--- src/rtl/assert_macros.svh ---
// Assertion macros used by the fin mixer top level.
// Needs clk and rst_n in the scope of each use.
`ifndef ASSERT_MACROS_SVH
`define ASSERT_MACROS_SVH

// same-cycle implication, sampled on clk, off while in reset
`define FMX_CHK_IMP(lbl, ante, cons) \
  lbl: assert property (@(posedge clk) disable iff (!rst_n) (ante) |-> (cons)) \
    else $error("fin mixer check failed");

// next-cycle implication
`define FMX_CHK_NXT(lbl, ante, cons) \
  lbl: assert property (@(posedge clk) disable iff (!rst_n) (ante) |=> (cons)) \
    else $error("fin mixer sequence check failed");

`endif

--- src/rtl/fmx_pkg.sv ---
// Constants and tables of the cruciform fin mixer.
// No dependencies; used by fmx_sin, fmx_div and cruciform_fin_mixer.
package fmx_pkg;

  localparam int FIN_COUNT = 4;

  localparam logic       REG_MAX_FIN   = 1'b0;
  localparam logic       REG_THRUST_EN = 1'b1;
  localparam logic [13:0] LIM_RESET    = 14'd1430;

  localparam logic signed [31:0] C1  = 32'sd1686629713;
  localparam logic signed [31:0] C3  = -32'sd693598668;
  localparam logic signed [31:0] C5  = 32'sd85569306;
  localparam logic signed [31:0] C7  = -32'sd5026995;
  localparam logic signed [31:0] C9  = 32'sd172272;
  localparam logic signed [31:0] C11 = -32'sd3864;

  localparam logic [30:0] KRAD = 31'd1199381129;

  // floor(a / 45) = (a * RECIP45) >> RECIP_SH for a up to 11520
  localparam logic [19:0] RECIP45  = 20'd745655;
  localparam int          RECIP_SH = 25;

  localparam int SIN_LAT = 9;
  localparam int QW      = 14;
  localparam int NUM_W   = 50;
  localparam int DEN_W   = 35;
  localparam int MAG_W   = 34;

  typedef logic [21:0] rtab_t [45];

  function automatic rtab_t rtab_init();
    rtab_t t;
    for (int r = 0; r < 45; r++) begin
      t[r] = 22'((64'(r) << 22) / 45);
    end
    return t;
  endfunction

  // floor(r * 2^22 / 45) for remainders of the angle by 45
  localparam rtab_t RTAB = rtab_init();

endpackage

--- src/rtl/fmx_div.sv ---
// Pipelined restoring divider, one quotient bit per stage.
// Depends on fmx_pkg for widths; quotient valid when num / den < 2^QW.
module fmx_div (
  input  logic                     clk,
  input  logic                     rst_n,
  input  logic                     in_vld,
  input  logic [fmx_pkg::NUM_W-1:0] in_num,
  input  logic [fmx_pkg::DEN_W-1:0] in_den,
  output logic                     out_vld,
  output logic [fmx_pkg::QW-1:0]    out_quo
);
  import fmx_pkg::*;

  logic [QW-1:0]    vld_r;
  logic [DEN_W-1:0] rem_r [QW];
  logic [QW-1:0]    quo_r [QW];
  logic [QW-1:0]    low_r [QW];
  logic [DEN_W-1:0] den_r [QW];

  logic [DEN_W-1:0] rem_in [QW];
  logic [QW-1:0]    quo_in [QW];
  logic [QW-1:0]    low_in [QW];
  logic [DEN_W-1:0] den_in [QW];
  logic [DEN_W:0]   trl_w  [QW];
  logic             ge_w   [QW];

  always_comb begin
    for (int i = 0; i < QW; i++) begin
      if (i == 0) begin
        rem_in[i] = in_num[QW+DEN_W-1:QW];
        quo_in[i] = '0;
        low_in[i] = in_num[QW-1:0];
        den_in[i] = in_den;
      end else begin
        rem_in[i] = rem_r[i-1];
        quo_in[i] = quo_r[i-1];
        low_in[i] = low_r[i-1];
        den_in[i] = den_r[i-1];
      end
      trl_w[i] = {rem_in[i], low_in[i][QW-1]};
      ge_w[i]  = trl_w[i] >= {1'b0, den_in[i]};
    end
  end

  always_ff @(posedge clk) begin
    if (!rst_n) begin
      vld_r <= '0;
    end else begin
      vld_r <= {vld_r[QW-2:0], in_vld};
    end
  end

  always_ff @(posedge clk) begin
    for (int i = 0; i < QW; i++) begin
      rem_r[i] <= ge_w[i] ? DEN_W'(trl_w[i] - {1'b0, den_in[i]}) : trl_w[i][DEN_W-1:0];
      quo_r[i] <= {quo_in[i][QW-2:0], ge_w[i]};
      low_r[i] <= {low_in[i][QW-2:0], 1'b0};
      den_r[i] <= den_in[i];
    end
  end

  assign out_vld = vld_r[QW-1];
  assign out_quo = quo_r[QW-1];

endmodule
--- config.mk ---
export PLATFORM = sky130hd
export DESIGN_NAME = fmx_div
export DESIGN_NICKNAME = d
export VERILOG_FILES = /design/src/rtl/assert_macros.svh /design/src/rtl/fmx_pkg.sv /design/src/rtl/fmx_div.sv
export SDC_FILE = /design/constraint.sdc
export NUM_CORES = 2
export LEC_CHECK = 0
export ABC_AREA = 1
export BUFFER_PORTS_ARGS = -buffer_cell sky130_fd_sc_hd__buf_4
export CAP_MARGIN = 20
export CORE_ASPECT_RATIO = 1.75
export CORE_UTILIZATION = 25
export CTS_CLUSTER_SIZE = 40
export DETAILED_ROUTE_END_ITERATION = 7
export PLACE_DENSITY_LB_ADDON = 0.3
export SETUP_SLACK_MARGIN = 0.5
export SYNTH_ARGS = -nofsm -noshare
export SYNTH_HDL_FRONTEND = slang
export SYNTH_SLANG_ARGS = --single-unit
--- constraint.sdc ---
create_clock -name clk -period 5.91 [get_ports clk]
set_clock_uncertainty 0.15 [all_clocks]
set_input_delay 0.2955 -clock clk [delete_from_list [all_inputs] [get_ports clk]]
set_output_delay 0.2955 -clock clk [all_outputs]
set_load 0.005 [all_outputs]
# Yosys cells after proc, flatten, opt, wreduce, memory -nomap -nowiden
# Memory sizes are Yosys's and may differ from the RTL's.
# Cells that the tools add are included.
op_classes:
  n_lt_le_gt_ge: 14
  n_addsub: 14
  n_mux: 14
op_table:
  columns: ["operator", "count"]
  rows:
  - ["36-bit by 35-bit greater-or-equal comparator with 1-bit output", 14]
  - ["35-bit two-way mux", 14]
  - ["35-bit subtractor", 14]
word_totals:
  mem_bits_rw: 1358
  output_inout_bits: 15
  n_memories: 4
  register_bits: 14
memory_table:
  columns: ["name", "words", "width", "read_ports", "rd_ports_with_merged_regs", "wr", "line_no", "text"]
  rows:
  - ["den_r", 14, 35, 13, 0, 14, "fmx_div.sv:18", "logic [DEN_W-1:0] den_r [QW];"]
  - ["rem_r", 14, 35, 13, 0, 14, "fmx_div.sv:15", "logic [DEN_W-1:0] rem_r [QW];"]
  - ["quo_r", 14, 14, 14, 0, 14, "fmx_div.sv:16", "logic [QW-1:0] quo_r [QW];"]
  - ["low_r", 14, 13, 13, 0, 14, "fmx_div.sv:17", "logic [QW-1:0] low_r [QW];"]

# Depth between registers and ports, before layout
# An unclocked memory read counts as a cell.
logic_depth:
  depth_word: 3
  mapped_depth: 17

# Worst setup path after synthesis
# OpenSTA, ideal clock, no wires.
synth_timing:
  path_kind: "reg-to-reg"
  start: "mem low_r[1][51] (netlist name)"
  end: "mem rem_r[12][24], in the netlist rem_r[1][164]"
  n_path_buf: 1
  slack_ns: 3.735
  t_arrival_ns: 1.913
  period_less_slack_ns: 2.175
  stages_incl_launch_ff: 17
  path_cell_list: "dfxtp_1 inv_1 ha_1 fa_1 nor2_2 nor2_2 inv_1 nand2_1 nand3_2 nand2_2 nand2_2 nand2_1 nand2_2 inv_2 buf_2 nand2_1 nand2_1"
synth_rtl:
  columns: ["item", "line_no"]
  rows:
  - ["start: declaration", "fmx_div.sv:17"]
  - ["end: declaration", "fmx_div.sv:15"]

==> impl_metrics.csv <==
group,metric,value,unit
cts,clk_pin_slew,60,ps
logic_synthesis,syn-num-nets,10600,
die,die_y,677,um
detailed_routing,vias,59200,
die,pin_count,103,
placement,post-place-cells,13400,
power_and_ir_drop,p_seq_frac,0.260,
global_route,grt_pass1_vias,62900,
power_and_ir_drop,p_int,22.1,mW
cells_and_area,area_growth,15.1,%
die,core_region_area,259000,um^2
cells_and_area,fillCellCount,29100,
logic_synthesis,synth_seq_cells,1120,
detailed_routing,ant_nets,0,
logic_synthesis,synthTopCellsByArea,"dfxtp_1 (34%), nand2_1 (23%), inv_1 (11%)",
global_route,grt_pass1_wl,348000,um
cells_and_area,layout-drive-gt1-share,0.0582,
global_route,grt_start_max_net_pins,35,
global_route,grt_use_met2,0.374,
cts,cts_buffers,120,
logic_synthesis,synth_edf_count,0,
cells_and_area,layout.cells.non_filler,13700,
placement,portBuffers,101,
placement,dp_hpwl,199000,um
sta,fin_tns_setup,0,ps
cells_and_area,nets,10800,
logic_synthesis,synth_common_cells,"nand2_1 (3909), inv_1 (1870), dfxtp_1 (1120), nor2_1 (738), ha_1 (490)",
critical_path,critPathMaxFanout,33,
cts,cts_resized,0,
logic_synthesis,synth-seq-area-share,0.344,
sta,fin_crit,3840,ps
logic_synthesis,syn_area,65100,um^2
sta,finalHoldViolCount,0,
logic_synthesis,synth_top_area_frac,0.344,
die,die-area,263000,um^2
sta,drv_slew,0,
sta,post-route-period-util,0.650,
detailed_routing,dr.pass1.iters,7,
cts,clockBufferDepth,3,
outcome,status,"completed",
detailed_routing,routed_wl,234000,um
cts,cts_tree,"built",
detailed_routing,drtIter0Drc,1974,
critical_path,cp-start-kind,"flip-flop",
logic_synthesis,ys_types,32,
critical_path,crit_arrival,4340,ps
global_route,globalRouteMet1Util,0.119,
critical_path,end_kind,"flip-flop",
global_route,antenna_found_initial,5,
detailed_routing,viasPerCell,4.31,
logic_synthesis,netlist_instances,9981,
cts,numClockSinks,1120,
sta,worst_pin_slew,1030,ps
critical_path,critical_path_class,"reg -> reg",
global_route,grt_usage,0.175,
global_route,grt_remaining_overflow,0,
run,maxCapViolations,0,
cts,clock_latency,790,ps
logic_synthesis,synth_top_flop_cell,"dfxtp_1",
power_and_ir_drop,clkPwrFrac,0.193,
sta,setup_viol_count_final,0,
die,die_w,388,um
logic_synthesis,ys.warnings.count,0,
power_and_ir_drop,swShare,0.478,
logic_synthesis,yosysMostFrequentCell,"nand2_1",
global_route,grt_util_met3,0.0187,
global_route,top_usage_layer,"met2",
power_and_ir_drop,ir_worst_vdd,310,uV
power_and_ir_drop,power_frac_comb,0.547,
cts,clockRootBuffer,"clkbuf_16",
cts,htreeDepth,3,
critical_path,worstPathRequired,6410,ps
placement,routabilityCongestion,0.982,
power_and_ir_drop,p_per_area,565,nW/um^2
min_path,hold_path.class,"in -> reg",
logic_synthesis,synthArstFlopShare,0,
detailed_routing,wl_per_cell,17.0,um
cells_and_area,layout.core_utilization,0.290,
sta,rsz0062_at_grt,"no",
power_and_ir_drop,p_switching,20.2,mW
sta,max_clock_freq,260,MHz
power_and_ir_drop,p_leak,41.4,nW
logic_synthesis,syn_avg_cell_area,6.52,um^2
detailed_routing,drc_errors,0,
die,fp-row-count,247,
die,start_util,0.252,
logic_synthesis,yosysTopAreaCell,"dfxtp_1",
sta,relSlewSlack,0.306,
[metrics by stage]
| stage | total power [mW] | setup slack [ps] | hold WS, ps | instance area (um^2) |
|---|---|---|---|---|
| floorplan | 27.7 | 3730 | 160 | 65100 |
| global placement | 34.1 | 2180 | 160 | 69400 |
| detailed placement | 34.2 | 2150 | 162 | 69400 |
| CTS | 42.6 | 2210 | 0.745 | 74900 |
| global route | 46.0 | 2000 | 13.4 | 74900 |
| finish | 42.3 | 2070 | 41.7 | 74900 |
[layout by cell type (no fill, tap or decap), types with 82 or more instances in the layout]
cell type,synthesis,final
o21ai_0,175,175
ha_1,490,490
a21oi_1,393,393
clkbuf_16,0,120
nand3_1,336,336
nor2_1,738,738
inv_1,1870,1870
nand3_2,143,143
buf_4,28,128
dlygate4sd3_1,0,116
nor3_1,82,82
dfxtp_1,1120,1120
nand2_1,3909,3909
xor2_1,195,195
[layer usage]
metal | wire, um | part of all wire
met5 | 0 | 0
met1 | 65600 | 0.28
met3 | 5330 | 0.023
met4 | 29200 | 0.12
met2 | 134000 | 0.57
[cells by family (layout without fill, tap and decap cells)]
group / Yosys count / after routing / synth area share
fa+ha+maj: 503 / 503 / 0.0982
other cells: 0 / 30 / 0
flops: 1120 / 1120 / 0.344
buf+inv: 1997 / 2369 / 0.123
compound gates: 636 / 636 / 0.0516
xor+xnor: 234 / 234 / 0.0315
simple gates: 5491 / 5491 / 0.351
[critical path, stage by stage (launching register included)]
cell     delay (ps)
dfxtp_1         340
inv_1            50
ha_1            350
nand2_1         150
nor2_1          480
nand3_1         140
nor2_1          710
nand2_1         240
nand2_1         150
a21oi_1          80
nand2_2         190
buf_4           460
o21ai_0         150
[layout make-up]
| class | count | area (um^2) | area share |
|---|---|---|---|
| inverter | 1904 | 7150 | 0.0954 |
| tap | 3361 | 4210 | 0.0561 |
| timing repair buffer | 245 | 2130 | 0.0284 |
| multi-input combinational | 6864 | 34600 | 0.462 |
| clock buffer | 159 | 3290 | 0.0439 |
| clock inverter | 61 | 1020 | 0.0136 |
| sequential | 1120 | 22400 | 0.299 |
| antenna | 30 | 75.1 | 0.00100 |
[state kept, by name, indices dropped and copies added, names as in the netlist]
register	flops
den_r	455
rem_r	455
low_r	91
vld_r	14
quo_r	105
[power by group through the flow]
stage          registers (mW)  clock network [mW]  logic (mW)
2_1_floorplan            10.7                   0        17.0
3_3_place_gp             11.2                   0        22.9
3_5_place_dp             11.2                   0        23.0
4_1_cts                  11.0                8.41        23.2
5_1_grt                  11.2                8.70        26.0
6_report                 11.0                8.15        23.2
[path summary, 6_finish.rpt]
kind	slack, ps	cells past startpoint	end	start
setup / recovery	2070	12	rem_r[0][70]$_DFF_P_	den_r[0][50]$_DFF_P_
hold / removal	40	2	den_r[0][22]$_DFF_P_	in_den[22]
setup reg to reg	2070	12	rem_r[0][70]$_DFF_P_	den_r[0][50]$_DFF_P_
hold reg to reg	130	0	den_r[1][104]$_DFF_P_	den_r[1][69]$_DFF_P_
[repair_timing]
item / in CTS / in global routing
hold endpoints to repair: 97 / 0
setup buffers: 0 / 0
hold buffers: 116 / 0
Power figures use the tool's default switching activity.
